`src/hdl/assert_macros.svh`:
```
// Assertion macros for the longest common substring block.
// Checks compile away when SYNTH is defined.
`ifndef ASSERT_MACROS_SVH
`define ASSERT_MACROS_SVH
`ifndef SYNTH
`define LCS_ASSERT(lbl, clk, rst_n, prop) \
  lbl: assert property (@(posedge clk) disable iff (!rst_n) prop) \
    else $error("assertion failed");
`define LCS_ASSERT_IMP(lbl, clk, rst_n, ante, cons) \
  lbl: assert property (@(posedge clk) disable iff (!rst_n) (ante) |-> (cons)) \
    else $error("assertion failed");
`define LCS_ASSERT_NXT(lbl, clk, rst_n, ante, cons) \
  lbl: assert property (@(posedge clk) disable iff (!rst_n) (ante) |=> (cons)) \
    else $error("assertion failed");
`else
`define LCS_ASSERT(lbl, clk, rst_n, prop)
`define LCS_ASSERT_IMP(lbl, clk, rst_n, ante, cons)
`define LCS_ASSERT_NXT(lbl, clk, rst_n, ante, cons)
`endif
`endif

```
`src/hdl/lcsl_pkg.sv`:
```
// Package for the longest common substring block: sizes, cell command, saturation.
// No dependencies.
`timescale 1ns / 1ps
`default_nettype none
package lcsl_pkg;

  localparam int MAX_LEN = 256;
  localparam int LEN_W   = $clog2(MAX_LEN + 1);
  localparam int OUT_W   = 9;
  localparam int OUT_CAP = 511;

  typedef enum logic {
    OP_STORED   = 1'b0,
    OP_STREAMED = 1'b1
  } op_t;

  typedef struct packed {
    logic             clear;
    logic             load;
    logic             step;
    logic             drain;
    logic [LEN_W-1:0] idx;
    logic [LEN_W-1:0] len;
    logic [7:0]       ch;
  } cell_cmd_t;

  function automatic logic [OUT_W-1:0] sat_len(input logic [LEN_W-1:0] v);
    logic [31:0] w;
    w = 32'(v);
    if (w > 32'(OUT_CAP)) begin
      return OUT_W'(OUT_CAP);
    end
    return w[OUT_W-1:0];
  endfunction

endpackage
`default_nettype wire

```
`src/hdl/lcsl_ctrl.sv`:
```
// Sequencer: stored string bookkeeping, cell commands, max drain and result register.
// Depends on lcsl_pkg and assert_macros.svh.
`timescale 1ns / 1ps
`default_nettype none
`include "assert_macros.svh"
module lcsl_ctrl (
  input  wire logic                       clk,
  input  wire logic                       rst_n,
  input  wire logic                       in_tvalid,
  output logic                            in_tready,
  input  wire logic [7:0]                 in_char,
  input  wire logic                       in_op,
  input  wire logic                       in_last,
  input  wire logic [lcsl_pkg::LEN_W-1:0] tail_max,
  output lcsl_pkg::cell_cmd_t             cmd,
  output logic                            out_tvalid,
  input  wire logic                       out_tready,
  output logic [lcsl_pkg::OUT_W-1:0]      out_len,
  output logic                            out_ovf
);

  typedef enum logic [1:0] {
    ST_IDLE  = 2'b01,
    ST_DRAIN = 2'b10
  } state_t;

  state_t                     state_r, state_nxt;
  logic [lcsl_pkg::LEN_W-1:0] len_r, len_nxt;
  logic [lcsl_pkg::LEN_W-1:0] cnt_r, cnt_nxt;
  logic                       closed_r, closed_nxt;
  logic                       ovf_r, ovf_nxt;
  logic                       out_valid_r, out_valid_nxt;
  logic [lcsl_pkg::OUT_W-1:0] out_len_r;
  logic                       out_ovf_r;
  logic                       acc, capture, full;
  logic [lcsl_pkg::LEN_W-1:0] base;

  assign in_tready = (state_r == ST_IDLE);
  assign acc       = in_tvalid && in_tready;
  assign base      = closed_r ? '0 : len_r;
  assign full      = (base == lcsl_pkg::LEN_W'(lcsl_pkg::MAX_LEN));
  assign capture   = (state_r == ST_DRAIN)
                   && (cnt_r == lcsl_pkg::LEN_W'(lcsl_pkg::MAX_LEN - 1))
                   && (!out_valid_r || out_tready);

  always_comb begin
    state_nxt     = state_r;
    len_nxt       = len_r;
    cnt_nxt       = cnt_r;
    closed_nxt    = closed_r;
    ovf_nxt       = ovf_r;
    out_valid_nxt = out_valid_r && !out_tready;
    cmd           = '0;
    cmd.idx       = base;
    cmd.len       = len_r;
    cmd.ch        = in_char;
    unique case (state_r)
      ST_IDLE: begin
        if (acc) begin
          if (in_op == lcsl_pkg::OP_STORED) begin
            cmd.clear  = closed_r;
            cmd.load   = !full;
            len_nxt    = full ? base : base + lcsl_pkg::LEN_W'(1);
            ovf_nxt    = (ovf_r && !closed_r) || full;
            closed_nxt = in_last;
          end else begin
            cmd.step   = 1'b1;
            closed_nxt = 1'b1;
            if (in_last) begin
              state_nxt = ST_DRAIN;
              cnt_nxt   = '0;
            end
          end
        end
      end
      ST_DRAIN: begin
        cmd.drain = 1'b1;
        if (capture) begin
          cmd.clear     = 1'b1;
          out_valid_nxt = 1'b1;
          state_nxt     = ST_IDLE;
        end else if (cnt_r != lcsl_pkg::LEN_W'(lcsl_pkg::MAX_LEN - 1)) begin
          cnt_nxt = cnt_r + lcsl_pkg::LEN_W'(1);
        end
      end
      default: begin
        state_nxt = ST_IDLE;
      end
    endcase
  end

  always_ff @(posedge clk) begin
    if (!rst_n) begin
      state_r     <= ST_IDLE;
      len_r       <= '0;
      cnt_r       <= '0;
      closed_r    <= 1'b0;
      ovf_r       <= 1'b0;
      out_valid_r <= 1'b0;
    end else begin
      state_r     <= state_nxt;
      len_r       <= len_nxt;
      cnt_r       <= cnt_nxt;
      closed_r    <= closed_nxt;
      ovf_r       <= ovf_nxt;
      out_valid_r <= out_valid_nxt;
    end
  end

  always_ff @(posedge clk) begin
    if (capture) begin
      out_len_r <= lcsl_pkg::sat_len(tail_max);
      out_ovf_r <= ovf_r;
    end
  end

  assign out_tvalid = out_valid_r;
  assign out_len    = out_len_r;
  assign out_ovf    = out_ovf_r;

  `LCS_ASSERT(a_len_range, clk, rst_n, len_r <= lcsl_pkg::LEN_W'(lcsl_pkg::MAX_LEN))
  `LCS_ASSERT(a_cnt_range, clk, rst_n, cnt_r <= lcsl_pkg::LEN_W'(lcsl_pkg::MAX_LEN - 1))
  `LCS_ASSERT_NXT(a_last_drains, clk, rst_n, acc && in_op && in_last, state_r == ST_DRAIN)
  `LCS_ASSERT_NXT(a_capture_valid, clk, rst_n, capture, out_valid_r && closed_r)

endmodule
`default_nettype wire

```
`config.mk`:
```
export PLATFORM = sky130hd
export DESIGN_NAME = lcsl_ctrl
export DESIGN_NICKNAME = d
export VERILOG_FILES = /design/src/hdl/lcsl_pkg.sv /design/src/hdl/lcsl_ctrl.sv
export VERILOG_INCLUDE_DIRS = /design/src /design/src/hdl
export SDC_FILE = /design/constraint.sdc
export NUM_CORES = 1
export LEC_CHECK = 0
export ABC_CLOCK_PERIOD_IN_PS = 2320
export BUFFER_PORTS_ARGS = -buffer_cell sky130_fd_sc_hd__buf_4
export CORE_MARGIN = 4
export CORE_UTILIZATION = 50
export CTS_BUF_LIST = sky130_fd_sc_hd__clkbuf_4
export DETAILED_ROUTE_END_ITERATION = 7
export MAX_ROUTING_LAYER = met4
export PLACE_DENSITY = 0.82
export SYNTH_ARGS = -nofsm -noshare
export SYNTH_HDL_FRONTEND = slang
export SYNTH_SLANG_ARGS = --single-unit
```
`constraint.sdc`:
```
create_clock -name clk -period 2.32 [get_ports clk]
set_input_delay 0.232 -clock clk [delete_from_list [all_inputs] [get_ports clk]]
set_output_delay 0.232 -clock clk [all_outputs]
set_load 0.01 [all_outputs]
```
==> impl_metrics.py <==
metrics = {
    "cells_and_area": {
        "synthToLayoutAreaGrowth_pct": 31.7,
        "fin_cells": 273,
        "layout-drive-gt1-share_pct": 33.6,
        "nFillCells": 267,
        "n_antenna_cell": 0,
        "stdcell_area_mm2": 0.00217,
        "nets": 257,
    },
    "die": {
        "dieWidth_um": 65.4,
        "core_area_mm2": 0.00310,
        "die_y_um": 65.4,
        "num_io_pins": 65,
        "num_rows": 20,
        "dieArea_mm2": 0.00428,
        "initial_core_util_pct": 53.1,
    },
    "worst_setup_path": {
        "critPathTopFamily": "simple AND/OR/NAND/NOR gates",
        "critPathArrivalTime_ps": 1960,
        "path_cells": "nor2b_1 > inv_1 > ha_1 > nor4b_2 > a31oi_2 > buf_4",
        "critPathBufInv": 2,
        "worstSetupStartpointType": "flop",
        "cp.required_ps": 2090,
        "reg2reg_from": "cnt_r[0]$_SDFFE_PN0P_",
        "end_kind": "output port",
        "crit_type": "reg2out",
        "slowest_stage": "dfxtp_1",
        "startpoint": "len_r[1]$_SDFFE_PN0P_",
        "cp_max_fo": 5,
        "ff2ff_path_depth": 8,
        "max_stage_delay_ps": 430,
        "crit_cells": 6,
    },
    "power_and_ir_drop": {
        "ir_worst_vdd_mv": 0.462,
        "power_mw": 1.34,
        "leakage_nw": 0.880,
        "power_density_mw_per_mm2": 615,
    },
    "place": {
        "gp_congestion": 0.819,
        "place_inst": 264,
        "port_buffers": 48,
        "placed_area_mm2": 0.00202,
        "dpl.hpwl_um": 2820,
    },
    "drt": {
        "routedWlPerCell_um": 13.9,
        "drt_wl_total_um": 3810,
        "antenna_left": 0,
        "vias_per_cell": 5.32,
        "first_pass_iters": 4,
        "via_count": 1451,
        "drc": 0,
        "drtIter0Drc": 82,
    },
    "timing": {
        "fmax_ghz": 0.456,
        "tightestPinTransition_ps": 592,
        "fin_skew_ps": 9.98,
        "min_period_ps": 2190,
        "setup_viol": 0,
        "slew_violations": 0,
        "period_share_pct": 94.6,
        "relSlewSlack_pct": 59.5,
        "hold_viol": 0,
        "whs_ps": 44.6,
    },
    "synthesis": {
        "synth_area_mm2": 0.00165,
        "synth.ff_latch_count": 33,
        "synth_area_leaders": "dfxtp_1, edfxtp_1, ha_1",
        "syn_inst": 180,
        "synth_top_area_share_pct": 27.9,
        "synth_warnings": 0,
        "synthFlopType": "dfxtp_1",
        "synth-edff-count": 10,
        "syn-num-nets": 209,
        "ys_top_cells_by_count": "dfxtp_1, nand3_1, nand2_1",
        "synth.most_common_cell": "dfxtp_1",
        "ys_async_sr_fraction_pct": 0,
        "yosysTopAreaCell": "dfxtp_1",
        "ys_seq_area_share_pct": 46.1,
        "synth_cell_types": 39,
        "avgSynthCellArea_um2": 9.16,
    },
    "global_route": {
        "grt_pass1_wl_um": 6140,
        "grt_pass1_vias": 1347,
        "overflow": 0,
        "grt_max_degree": 21,
        "antenna_found_initial": 0,
        "gr-usage-all-layers_pct": 19.2,
    },
    "clocking": {
        "cts_max_path_buffers": 2,
        "cts_sinks": 33,
        "cts_max_level": 2,
        "cts_tree": "yes",
        "cts_hold_buf": 0,
        "clk_latency_ps": 350,
        "numCtsBuffers": 5,
        "cts-root-buf": "clkbuf_4",
        "clk_pin_slew_ps": 120,
    },
    "run_status": {
        "status": "finished, final reports clean",
    },
    "run": {
        "drv_cap": 0,
    },
    "min_path": {
        "hold_path_depth": 1,
        "min_path_type": "in2reg",
        "min_from": "tail_max[3]",
    },
}
[stage by stage]
stage	TNS (ps)	worst slack (ps)	utilization, %
global route	-22.3	-22.3	70.0
finish	0	126	70.0
floorplan	0	191	-
detailed placement	0	82.5	65.2
CTS	0	4.66	69.1
global placement	0	180	65.2
[power by group]
part	switching, mW	internal (mW)	leakage (nW)
clock	0.221	0.339	0.0558
combinational	0.0824	0.0744	0.545
sequential	0.0121	0.607	0.279
[timing repair]
| action | 4_1_cts | 5_1_grt |
|---|---|---|
| resized for setup | 4 | 7 |
| pin swaps | 0 | 1 |
| buffers inserted | 0 | 1 |
| endpoints found under the setup margin | 2 | 3 |
[kinds of logic (layout without fill, tap and decap cells)]
| kind of cell | Yosys count | count (layout) | synth area share (%) |
|---|---|---|---|
| adders and majority gates | 6 | 6 | 4.55 |
| xor gates and xnor gates | 3 | 3 | 1.59 |
| AOI/OAI and AO/OA | 39 | 39 | 15.3 |
| DFF | 33 | 33 | 46.1 |
| and+or+nand+nor | 73 | 73 | 23.4 |
| buffers and inverters | 23 | 72 | 7.13 |
| muxes | 3 | 3 | 1.90 |
[routing by layer]
layer	track usage [%]	vias to the layer above	share of wire [%]
met5	-	-	0
met4	8.29	0	2.5
met3	5.81	16	5.5
met2	30.8	37	50
met1	22.2	668	42
li1	-	730	-
[flip-flops by register name, indices dropped and copies added, names as in the netlist]
register	count
closed_r	1
cnt_r	9
len_r	9
out_len	9
out_ovf	1
out_tvalid	1
ovf_r	1
state_r	2
[layout by cell type, fill, tap and decap left out, drive strengths merged, types with 5 or more instances in the layout]
cell type and n:
nor3 9, o21ai 10, clkbuf 5, a21oi 10, nand3 15, nor2b 8, inv 11, ha 6
dfxtp 23, edfxtp 10, nand2b 5, nor2 9, buf 54, nand2 13
[worst paths after layout]
path	endpoint	slack, ps
worst max-delay path	cmd[28]	130
worst min-delay path	out_len[3]$_DFFE_PP_	40
worst max register to register	cnt_r[7]$_SDFFE_PN0P_	260
worst min register to register	out_ovf$_DFFE_PP_	460
[final cells by class]
cell class                      instances  area, um2  share of cell area, %
Clock buffer                            5       37.5                   1.73
Clock inverter                          3       68.8                   3.17
Inverter                               10       37.5                   1.73
Multi-Input combinational cell        124        805                   37.0
Sequential cell                        33        763                   35.1
Tap cell                               44       55.1                   2.53
Timing Repair Buffer                   54        405                   18.7
Note: power is estimated with default switching activity, not from simulation.
