--- src/hdl/assert_macros.svh ---
// Assertion macros for the longest common substring block.
// Checks compile away when SYNTH is defined.
`ifndef ASSERT_MACROS_SVH
`define ASSERT_MACROS_SVH
`ifndef SYNTH
`define LCS_ASSERT(lbl, clk, rst_n, prop) \
  lbl: assert property (@(posedge clk) disable iff (!rst_n) prop) \
    else $error("assertion failed");
`define LCS_ASSERT_IMP(lbl, clk, rst_n, ante, cons) \
  lbl: assert property (@(posedge clk) disable iff (!rst_n) (ante) |-> (cons)) \
    else $error("assertion failed");
`define LCS_ASSERT_NXT(lbl, clk, rst_n, ante, cons) \
  lbl: assert property (@(posedge clk) disable iff (!rst_n) (ante) |=> (cons)) \
    else $error("assertion failed");
`else
`define LCS_ASSERT(lbl, clk, rst_n, prop)
`define LCS_ASSERT_IMP(lbl, clk, rst_n, ante, cons)
`define LCS_ASSERT_NXT(lbl, clk, rst_n, ante, cons)
`endif
`endif

--- src/hdl/lcsl_pkg.sv ---
// Package for the longest common substring block: sizes, cell command, saturation.
// No dependencies.
`timescale 1ns / 1ps
`default_nettype none
package lcsl_pkg;

  localparam int MAX_LEN = 256;
  localparam int LEN_W   = $clog2(MAX_LEN + 1);
  localparam int OUT_W   = 9;
  localparam int OUT_CAP = 511;

  typedef enum logic {
    OP_STORED   = 1'b0,
    OP_STREAMED = 1'b1
  } op_t;

  typedef struct packed {
    logic             clear;
    logic             load;
    logic             step;
    logic             drain;
    logic [LEN_W-1:0] idx;
    logic [LEN_W-1:0] len;
    logic [7:0]       ch;
  } cell_cmd_t;

  function automatic logic [OUT_W-1:0] sat_len(input logic [LEN_W-1:0] v);
    logic [31:0] w;
    w = 32'(v);
    if (w > 32'(OUT_CAP)) begin
      return OUT_W'(OUT_CAP);
    end
    return w[OUT_W-1:0];
  endfunction

endpackage
`default_nettype wire

--- src/hdl/lcsl_cell.sv ---
// One cell of the chain: a stored character, its run length and a local maximum.
// Depends on lcsl_pkg.
`timescale 1ns / 1ps
`default_nettype none
module lcsl_cell (
  input  wire logic                      clk,
  input  wire logic                      rst_n,
  input  wire lcsl_pkg::cell_cmd_t       cmd,
  input  wire logic [lcsl_pkg::LEN_W-1:0] cell_idx,
  input  wire logic [lcsl_pkg::LEN_W-1:0] left_run,
  input  wire logic [lcsl_pkg::LEN_W-1:0] left_max,
  output logic      [lcsl_pkg::LEN_W-1:0] run_o,
  output logic      [lcsl_pkg::LEN_W-1:0] max_o
);

  logic [7:0]                 stored_r;
  logic [lcsl_pkg::LEN_W-1:0] run_r, run_nxt;
  logic [lcsl_pkg::LEN_W-1:0] max_r, max_nxt;
  logic                       hit;

  assign hit = (cell_idx < cmd.len) && (stored_r == cmd.ch);

  always_comb begin
    run_nxt = run_r;
    max_nxt = max_r;
    if (cmd.clear) begin
      run_nxt = '0;
      max_nxt = '0;
    end else if (cmd.step) begin
      run_nxt = hit ? left_run + lcsl_pkg::LEN_W'(1) : '0;
      max_nxt = (run_nxt > max_r) ? run_nxt : max_r;
    end else if (cmd.drain) begin
      max_nxt = (left_max > max_r) ? left_max : max_r;
    end
  end

  always_ff @(posedge clk) begin
    if (!rst_n) begin
      run_r <= '0;
      max_r <= '0;
    end else begin
      run_r <= run_nxt;
      max_r <= max_nxt;
    end
  end

  always_ff @(posedge clk) begin
    if (cmd.load && (cmd.idx == cell_idx)) begin
      stored_r <= cmd.ch;
    end
  end

  assign run_o = run_r;
  assign max_o = max_r;

endmodule
`default_nettype wire

--- config.mk ---
export PLATFORM = sky130hd
export DESIGN_NAME = lcsl_cell
export DESIGN_NICKNAME = d
export VERILOG_FILES = /design/src/hdl/assert_macros.svh /design/src/hdl/lcsl_pkg.sv /design/src/hdl/lcsl_cell.sv
export SDC_FILE = /design/constraint.sdc
export NUM_CORES = 1
export LEC_CHECK = 0
export BUFFER_PORTS_ARGS = -buffer_cell sky130_fd_sc_hd__buf_4
export CAP_MARGIN = 20
export CORE_MARGIN = 5
export CORE_UTILIZATION = 50
export CTS_CLUSTER_SIZE = 24
export DETAILED_ROUTE_END_ITERATION = 8
export PLACE_DENSITY = 0.8
export SLEW_MARGIN = 0
export SYNTH_ARGS = -nofsm -noshare
export SYNTH_HDL_FRONTEND = slang
export SYNTH_SLANG_ARGS = --single-unit
--- constraint.sdc ---
create_clock -name clk -period 10 [get_ports clk]
set_input_delay 1.5 -clock clk [delete_from_list [all_inputs] [get_ports clk]]
set_output_delay 1.5 -clock clk [all_outputs]
set_load 0.02 [all_outputs]
==> impl_metrics.yaml, run 1 <==
critical_path:
  r2r_setup_slack_ns: 6.41
  r2r-end: "max_o[7]$_SDFFE_PP0P_"
  cp_slowest_cell: "o32ai_2"
  slowest_delay_ns: 0.61
  reg2regPathDepth: 12
  cp_num_buf_inv: 1
  start_kind: "input port"
  cp_top_family: "compound AO/OA/AOI/OAI gates"
  crit_type: "input port to flip-flop"
  crit_chain: "buf_4 > ha_1 > a211o_1 > o211ai_1 > nand4_1 > or3_1 > or2_1 > ha_1 > nand3b_1 > a21oi_1 > o211ai_1 > o32ai_2 > o21ai_0 > a31oi_1"
  r2r-start: "stored_r[5]$_DFFE_PP_"
  critical_path_required_ns: 10.20
  cp-end-kind: "flip-flop"
  critPathMaxFanout: 18
  arrival_ns: 4.82
sta:
  rsz0062_at_grt: "no"
  setup_violations: 0
  slew_headroom_pct: 28.6
  setup-tns-final_ns: 0
  finalCritPeriodShare_pct: 46.2
  holdWs_ns: 0.467
  hold_viol: 0
  skew_ns: 0.00305
  min_period_ns: 4.62
  timing.fmax_mhz: 217
  setup_ws_ns: 5.38
  maxSlewViolCount: 0
  worstMarginPinSlew_ns: 1.07
grt:
  grt.total_usage_pct: 20.3
  grt_pass1_vias: 1892
  grt_pass1_wl_um: 8560
  grt_max_degree: 22
  globalRouteOverflowTotal: 0
  grt_antenna_before_repair: 0
min_path:
  whs_path_depth: 2
  hold_start: "run_o[5]$_SDFFE_PP0P_"
  hp-class: "flip-flop to flip-flop"
  min_to: "run_o[5]$_SDFFE_PP0P_"
detailed_routing:
  drt_iter0_markers: 88
  routed_wl_um: 5130
  viasPerCell: 5.45
  wl_per_cell_um: 14.7
  first_pass_iters: 4
  drc_errors: 0
  ant_nets: 0
  vias: 1897
clocking:
  htree_num_levels: 1
  cts_tree: "yes"
  cts.clk_slew.worst_paths_ns: 0.09
  clk_latency_ns: 0.27
  clock_sinks: 26
  clk_path_buf_depth: 2
  root_buffer: "clkbuf_8"
  numCtsBuffers: 3
  cts_resized: 0
  holdBufCountCts: 0
  post_cts_buffers: 0
place:
  place_congestion: 0.859
  port-buffer-count: 76
  dp_hpwl_um: 4320
  dp_slack_ns: 5.14
  dp_cells: 343
pwr:
  p_int_uw: 217
  p_leak_uw: 0.00118
  total_power_uw: 310
  power-per-cell-area_nw_per_um2: 118
  irDropWorstVdd_mv: 0.115
  p_clk_share_pct: 28.1
  combinationalPowerShare_pct: 33.9
  power_switching_uw: 93.0
  pwr-share-seq_pct: 38.0
  sw_frac_of_total_pct: 30.0
synth:
  syn_avg_cell_area_um2: 8.73
  ys_seq_elements: 26
  async_reset_ff_share_pct: 0
  ys_types: 38
  synth_top_cell_by_area: "dfxtp_1"
  synth_top_area_share_pct: 18.3
  yosys_most_used_dff: "dfxtp_1"
  synth_area_leaders: "dfxtp_1, ha_1, edfxtp_1"
  syn-cell-area_um2: 1970
  synthCells: 226
  synth-edff-count: 8
  synth_nets: 312
  synth.yosys.seq_area_share_pct: 30.5
  yosys_warnings: 0
final_layout:
  drive_gt1_share_pct: 29.7
  regArea_um2: 601
  finalNetCount: 387
  multi_input_comb_area_um2: 1250
  antenna_cells: 0
  fin_cells: 348
  syn_to_final_growth_pct: 33.5
  num-fill-cells: 311
floorplan:
  die_w_um: 72.8
  io_pins: 77
  die_h_um: 72.8
  fp-row-count: 22
  coreArea_um2: 3740
  start_util_pct: 52.7
  dieArea_um2: 5300
run_status:
  status: "completed"
flow_run:
  drv_cap: 0
-- area by class of cell --
cell class	instances	share of cell area, %
repair buffers	77	21.9
multi-input cells	173	47.5
inverters	20	2.85
flip-flops and latches	26	22.8
well taps	48	2.28
clock buffers	3	1.57
clock inverters	1	1.14
-- synth_stat cells (all sizes together), types with 7 or more instances --
library cell / number
nand2b: 7
ha: 27
inv: 20
xnor2: 14
nand2: 22
dfxtp: 18
a21oi: 17
nor2: 9
edfxtp: 8
o21ai: 9
xor2: 10
-- worst register-to-register path, stage by stage (launching register included) --
cell and delay, ns:
edfxtp_1 0.39, xor2_1 0.17, nor4_2 0.35, nand4_1 0.22, or3_1 0.51, or2_1 0.29, ha_1 0.18, nand3b_1 0.15
a21oi_1 0.12, o211ai_1 0.12, o32ai_2 0.61, o21ai_0 0.20, a31oi_1 0.21
-- cell families (layout without fill, tap and decap cells) --
logic type / count (synthesis) / count (layout) / share of synthesized area [%]
AOI/OAI and AO/OA: 51 / 51 / 16.6
xor gates and xnor gates: 24 / 24 / 10.7
adders and majority gates: 27 / 27 / 17.1
buffers and inverters: 27 / 101 / 6.15
DFF: 26 / 26 / 30.5
and+or+nand+nor: 71 / 71 / 19.0
-- power by group through the flow --
stage / registers [µW] / logic, µW / clock network, µW
3_3_place_gp: 120 / 102 / 0
5_1_grt: 118 / 119 / 93.2
6_report: 118 / 105 / 87.0
3_5_place_dp: 120 / 106 / 0
4_1_cts: 118 / 106 / 88.6
2_1_floorplan: 125 / 58.1 / 0
-- state kept, by name, summed over array words and instances (netlist names) --
| register | flops |
|---|---|
| max_o | 9 |
| run_o | 9 |
| stored_r | 8 |
-- how the worst max path moves through the flow --
stage                      startpoint                    end  depth (start not counted)
after floorplan               cmd[14]  max_o[4]$_SDFFE_PP0P_                         16
after global placement        cmd[14]  max_o[5]$_SDFFE_PP0P_                         15
after detailed placement  cell_idx[6]  max_o[7]$_SDFFE_PP0P_                         14
after CTS                 cell_idx[6]  max_o[7]$_SDFFE_PP0P_                         14
after global routing          cmd[14]  max_o[7]$_SDFFE_PP0P_                         15
final                     cell_idx[6]  max_o[7]$_SDFFE_PP0P_                         14
-- layer usage --
layer | wire [µm] | track usage [%] | up-vias
li1 | - | - | 951
met1 | 2160 | 26.5 | 858
met2 | 2510 | 34.8 | 81
met3 | 394 | 3.17 | 7
met4 | 65 | 5.33 | 0
met5 | 0 | 0 | -
-- layout by cell type (no fill, tap or decap), types with 2 or more instances in the layout --
cell	count
a211oi_1	2
a21oi_1	17
a22oi_1	4
a31o_2	4
a31oi_1	5
and3_1	4
buf_4	76
clkbuf_8	3
dfxtp_1	18
edfxtp_1	8
ha_1	27
inv_1	20
nand2_1	22
nand2b_1	7
nand3_1	6
nand4_1	6
nor2_1	9
nor2b_1	4
nor3_1	6
o211ai_1	5
o21ai_0	8
or3_1	2
xnor2_1	14
xor2_1	10
-- metrics by stage --
| step | area [µm²] | util [%] |
|---|---|---|
| 6_report | 2630 | 70.3 |
| 5_1_grt | 2630 | 70.3 |
| 4_1_cts | 2630 | 70.2 |
| 3_5_place_dp | 2560 | 68.3 |
| 3_3_place_gp | 2560 | 68.3 |
| 2_1_floorplan | 1970 | - |
Note: power is estimated with default switching activity, not from simulation.
==> inputs of run 2 (changes only) <==
--- a/config.mk
+++ b/config.mk
@@ -8,10 +8,10 @@
 export BUFFER_PORTS_ARGS = -buffer_cell sky130_fd_sc_hd__buf_4
 export CAP_MARGIN = 20
 export CORE_MARGIN = 5
-export CORE_UTILIZATION = 50
+export CORE_UTILIZATION = 49
 export CTS_CLUSTER_SIZE = 24
 export DETAILED_ROUTE_END_ITERATION = 8
-export PLACE_DENSITY = 0.8
+export PLACE_DENSITY = 0.78
 export SLEW_MARGIN = 0
 export SYNTH_ARGS = -nofsm -noshare
 export SYNTH_HDL_FRONTEND = slang
==> constraint.sdc (replaced) <==
create_clock -name clk -period 4.5 [get_ports clk]
set_input_delay 0.675 -clock clk [delete_from_list [all_inputs] [get_ports clk]]
set_output_delay 0.675 -clock clk [all_outputs]
set_load 0.02 [all_outputs]
==> run 2 against run 1 <==
Against the previous run: final area is 1.1% lower; sequential cell count stayed put; clock-buffer cell count stayed put; first-iteration DRC count is 16% lower; power is 100% higher; critical endpoint is now max_o[6]$_SDFFE_PP0P_; largest cell class unchanged; highest routed layer unchanged.
==> impl_metrics.yaml, run 2 (same netlist as run 1, synthesis figures left out) <==
critical_path:
  crit_type: "input port to flip-flop"
  start_kind: "input port"
  r2r_setup_slack_ns: 1.03
  cp_slowest_cell: "o32ai_2"
  slowest_delay_ns: 0.58
  r2r-start: "stored_r[5]$_DFFE_PP_"
  crit_chain: "buf_4 > inv_1 > ha_1 > a211o_1 > o211ai_1 > nand4_1 > or3_1 > or2_1 > ha_1 > nand3b_1 > a21oi_1 > o211ai_1 > o32ai_2 > o21ai_0 > a31oi_1"
  cp_num_buf_inv: 2
  cp_top_family: "compound AO/OA/AOI/OAI gates"
  reg2regPathDepth: 12
  critPathMaxFanout: 18
  r2r-end: "max_o[6]$_SDFFE_PP0P_"
  arrival_ns: 3.90
  critical_path_required_ns: 4.70
  cp-end-kind: "flip-flop"
clocking:
  cts_resized: 0
  cts_tree: "yes"
  clock_sinks: 26
  clk_path_buf_depth: 2
  clk_latency_ns: 0.27
  htree_num_levels: 1
  root_buffer: "clkbuf_8"
  post_cts_buffers: 0
  numCtsBuffers: 3
  holdBufCountCts: 0
  cts.clk_slew.worst_paths_ns: 0.09
final_layout:
  syn_to_final_growth_pct: 32.0
  drive_gt1_share_pct: 29.1
  final_cell_mix: "buf_4, ha_1, nand2_1, inv_1, dfxtp_1"
  final_common_cell: "buf_4"
  antenna_cells: 0
  finalNetCount: 386
  num-fill-cells: 347
sta:
  setup_violations: 0
  finalCritPeriodShare_pct: 82.4
  worstMarginPinSlew_ns: 1.07
  timing.fmax_mhz: 270
  setup-tns-final_ns: 0
  slew_headroom_pct: 28.4
  rsz0062_at_grt: "no"
  min_period_ns: 3.71
  setup_ws_ns: 0.794
  holdWs_ns: 0.473
  maxSlewViolCount: 0
  skew_ns: 0.00405
  hold_viol: 0
detailed_routing:
  viasPerCell: 5.37
  ant_nets: 0
  drc_errors: 0
  routed_wl_um: 4890
  vias: 1874
  first_pass_iters: 4
  drt_iter0_markers: 74
  wl_per_cell_um: 14.0
min_path:
  whs_path_depth: 2
  hp-class: "flip-flop to flip-flop"
  min_to: "run_o[6]$_SDFFE_PP0P_"
  hold_start: "run_o[6]$_SDFFE_PP0P_"
grt:
  grt_max_degree: 22
  grt_antenna_before_repair: 0
  grt_pass1_vias: 1874
  grt.total_usage_pct: 18.5
  globalRouteOverflowTotal: 0
  grt_pass1_wl_um: 8000
floorplan:
  coreArea_um2: 3940
  dieArea_um2: 5390
  start_util_pct: 50.0
  die_h_um: 73.4
  io_pins: 77
  fp-row-count: 23
  die_w_um: 73.4
place:
  place_congestion: 0.842
  port-buffer-count: 76
  dp_hpwl_um: 4080
  dp_slack_ns: 0.560
pwr:
  power-per-cell-area_nw_per_um2: 241
  irDropWorstVdd_mv: 0.147
  p_leak_uw: 0.00117
run_status:
  status: "completed"
flow_run:
  drv_cap: 0
[run 2: cell count changes in the layout (fill, tap and decap cells not counted), sizes merged]
| cell | before | now |
|---|---|---|
| clkinv | 0 | 1 |
| buf | 77 | 76 |
| bufinv | 1 | 0 |
[run 2: tightest hold or removal path, stage by stage (launching register included)]
cell,delay [ns]
dfxtp_1,0.32
nand2_1,0.06
a21oi_1,0.06
[run 2: through the flow]
step,area (µm²),utilization (%),instances,total power [µW]
2_1_floorplan,1970,-,226,408
3_3_place_gp,2560,64.9,345,492
3_5_place_dp,2560,64.9,345,498
4_1_cts,2600,66.0,349,632
5_1_grt,2600,66.0,349,671
6_report,2600,66.0,349,629
[run 2: where the power goes]
part,internal (µW),switching [µW]
Clock,61.3,74.7
Combinational,110,121
Sequential,252,8.97
Total,424,205
[run 2: layer usage]
layer  wire length [µm]  share of wire, %  global-route usage, %
met5                  0                 0                      0
met4                 36              0.74                   5.43
met3                315               6.4                   2.60
met2               2490                51                   33.0
met1               2050                42                   23.1
[run 2: layout make-up]
| type | instances | area (µm²) | share of cell area (%) |
|---|---|---|---|
| sequential | 26 | 601 | 23.1 |
| tap | 50 | 62.6 | 2.40 |
| clock buffer | 3 | 41.3 | 1.59 |
| inverter | 20 | 75.1 | 2.88 |
| clock inverter | 1 | 3.75 | 0.144 |
| timing repair buffer | 76 | 571 | 21.9 |
| multi-input combinational | 173 | 1250 | 48.0 |
[run 2: worst max-delay path by stage]
stage / from / endpoint / depth (start not counted)
global route: cmd[14] / max_o[6]$_SDFFE_PP0P_ / 15
CTS: cmd[14] / max_o[8]$_SDFFE_PP0P_ / 15
global placement: cmd[14] / max_o[7]$_SDFFE_PP0P_ / 15
finish: cmd[14] / max_o[6]$_SDFFE_PP0P_ / 15
floorplan: cmd[14] / max_o[4]$_SDFFE_PP0P_ / 16
detailed placement: cmd[14] / max_o[1]$_SDFFE_PP0P_ / 15
==> inputs of run 3 (changes only) <==
--- a/config.mk
+++ b/config.mk
@@ -8,10 +8,10 @@
 export BUFFER_PORTS_ARGS = -buffer_cell sky130_fd_sc_hd__buf_4
 export CAP_MARGIN = 20
 export CORE_MARGIN = 5
-export CORE_UTILIZATION = 49
+export CORE_UTILIZATION = 44
 export CTS_CLUSTER_SIZE = 24
 export DETAILED_ROUTE_END_ITERATION = 8
-export PLACE_DENSITY = 0.78
+export PLACE_DENSITY = 0.74
 export SLEW_MARGIN = 0
 export SYNTH_ARGS = -nofsm -noshare
 export SYNTH_HDL_FRONTEND = slang
==> constraint.sdc (replaced) <==
create_clock -name clk -period 3 [get_ports clk]
set_input_delay 0.45 -clock clk [delete_from_list [all_inputs] [get_ports clk]]
set_output_delay 0.45 -clock clk [all_outputs]
set_load 0.02 [all_outputs]
==> run 3 against run 2 <==
Against the previous run: sequential power increased by 51%; final area up 19%; critical path depth decreased by 1; wire length increased by 25%; critical endpoint is now max_o[2]$_SDFFE_PP0P_; clock power grew 70%; utilization is 4.9 points higher; the run now ends with setup timing left; die area grew 9.8%.
==> impl_metrics.yaml, run 3 (same netlist as run 1, synthesis figures left out) <==
run_status:
  status: "finished, violations left"
  violations: "setup timing"
detailed_routing:
  first_pass_iters: 4
  drt_iter0_markers: 118
  drc_errors: 0
  routed_wl_um: 6110
  vias: 2105
  ant_nets: 0
  wl_per_cell_um: 15.5
  viasPerCell: 5.36
final_layout:
  syn_to_final_growth_pct: 56.7
  finalNetCount: 428
  antenna_cells: 0
  drive_gt1_share_pct: 42.8
  fin_cells: 393
  final_common_cell: "buf_4"
  num-fill-cells: 331
  final_cell_mix: "buf_4, ha_1, nand2_1, inv_1, dfxtp_1"
sta:
  rsz0062_at_grt: "yes"
  setup_ws_ns: -0.239
  min_period_ns: 3.24
  finalCritPeriodShare_pct: 108
  skew_ns: 0.00255
  slew_headroom_pct: 35.7
  setup_violations: 9
  setup-tns-final_ns: -1.92
  hold_viol: 0
  maxSlewViolCount: 0
  timing.fmax_mhz: 309
  worstMarginPinSlew_ns: 0.957
floorplan:
  die_w_um: 76.9
  die_h_um: 76.9
  coreArea_um2: 4350
  fp-row-count: 24
  dieArea_um2: 5920
  io_pins: 77
  start_util_pct: 45.3
clocking:
  htree_num_levels: 1
  root_buffer: "clkbuf_8"
  numCtsBuffers: 3
  clk_latency_ns: 0.27
  holdBufCountCts: 0
  clk_path_buf_depth: 2
  clock_sinks: 26
  cts.clk_slew.worst_paths_ns: 0.09
  cts_tree: "yes"
place:
  dp_hpwl_um: 4370
  port-buffer-count: 76
  dp_cells: 375
  place_congestion: 0.844
critical_path:
  start_kind: "flip-flop"
  crit_type: "flip-flop to flip-flop"
  critPathMaxFanout: 6
  slowest_delay_ns: 0.41
  cp_slowest_cell: "or3_4"
  crit_chain: "xor2_1 > nor4_2 > nand4_1 > or3_4 > buf_6 > nor2b_2 > ha_1 > nand2_2 > or3_1 > o211ai_1 > buf_4 > o32ai_4 > o21ai_1 > a21oi_1"
  arrival_ns: 3.39
  cp_num_buf_inv: 2
  cp-end-kind: "flip-flop"
  critical_path_required_ns: 3.15
  cp_top_family: "simple AND/OR/NAND/NOR gates"
pwr:
  power-per-cell-area_nw_per_um2: 363
  p_leak_uw: 0.00140
  irDropWorstVdd_mv: 0.356
grt:
  grt_max_degree: 19
  globalRouteOverflowTotal: 0
  grt.total_usage_pct: 19.6
  grt_antenna_before_repair: 0
  grt_pass1_vias: 2121
  grt_pass1_wl_um: 9690
min_path:
  hp-class: "input port to flip-flop"
flow_run:
  drv_cap: 0
[run 3: timing repair]
item / 4_1_cts / 5_1_grt
endpoints found under the setup margin: 9 / 18
cloned: 2 / 0
buffers inserted: 10 / 2
pin swaps: 5 / 10
gates resized for setup: 11 / 15
[run 3: worst paths after layout]
| path | start | endpoint | slack (ns) | cells after the start |
|---|---|---|---|---|
| worst min-delay path | cmd[0] | stored_r[0]$_DFFE_PP_ | 0.37 | 1 |
| worst max register to register | stored_r[5]$_DFFE_PP_ | max_o[2]$_SDFFE_PP0P_ | -0.24 | 14 |
| worst max-delay path | stored_r[5]$_DFFE_PP_ | max_o[2]$_SDFFE_PP0P_ | -0.24 | 14 |
| worst min register to register | run_o[8]$_SDFFE_PP0P_ | run_o[8]$_SDFFE_PP0P_ | 0.47 | 2 |
[run 3: report_power, final]
group          switching [µW]  internal [µW]  total, µW
Combinational             252            246        498
Sequential               15.8            379        394
Clock                     114            117        231
[run 3: metrics by stage]
step	worst slack [ns]	total power (µW)	instance area, µm²	hold WS, ns	util [%]
global placement	-0.508	768	2800	0.449	64.3
detailed placement	-0.664	779	2800	0.451	64.3
CTS	-0.0577	1090	2990	0.369	68.7
finish	-0.239	1120	3090	0.373	71.0
global route	-0.356	1180	3090	0.363	71.0
floorplan	-0.132	612	2000	0.535	-
[run 3: final cells by class]
| type | instances | area, µm² | area share [%] |
|---|---|---|---|
| Clock buffer | 4 | 55.1 | 1.78 |
| Inverter | 20 | 87.6 | 2.83 |
| Multi-Input combinational cell | 175 | 1410 | 45.5 |
| Timing Repair Buffer | 116 | 875 | 28.3 |
| Sequential cell | 26 | 601 | 19.4 |
| Tap cell | 52 | 65.1 | 2.11 |
[run 3: routing by layer]
metal  wire length [µm]  track usage, %  vias up
li1                   -               -     1039
met1               2640            24.7      976
met2               2910            32.3       82
met3                473            5.62        8
met4                 77            5.24        0
met5                  0               0        -
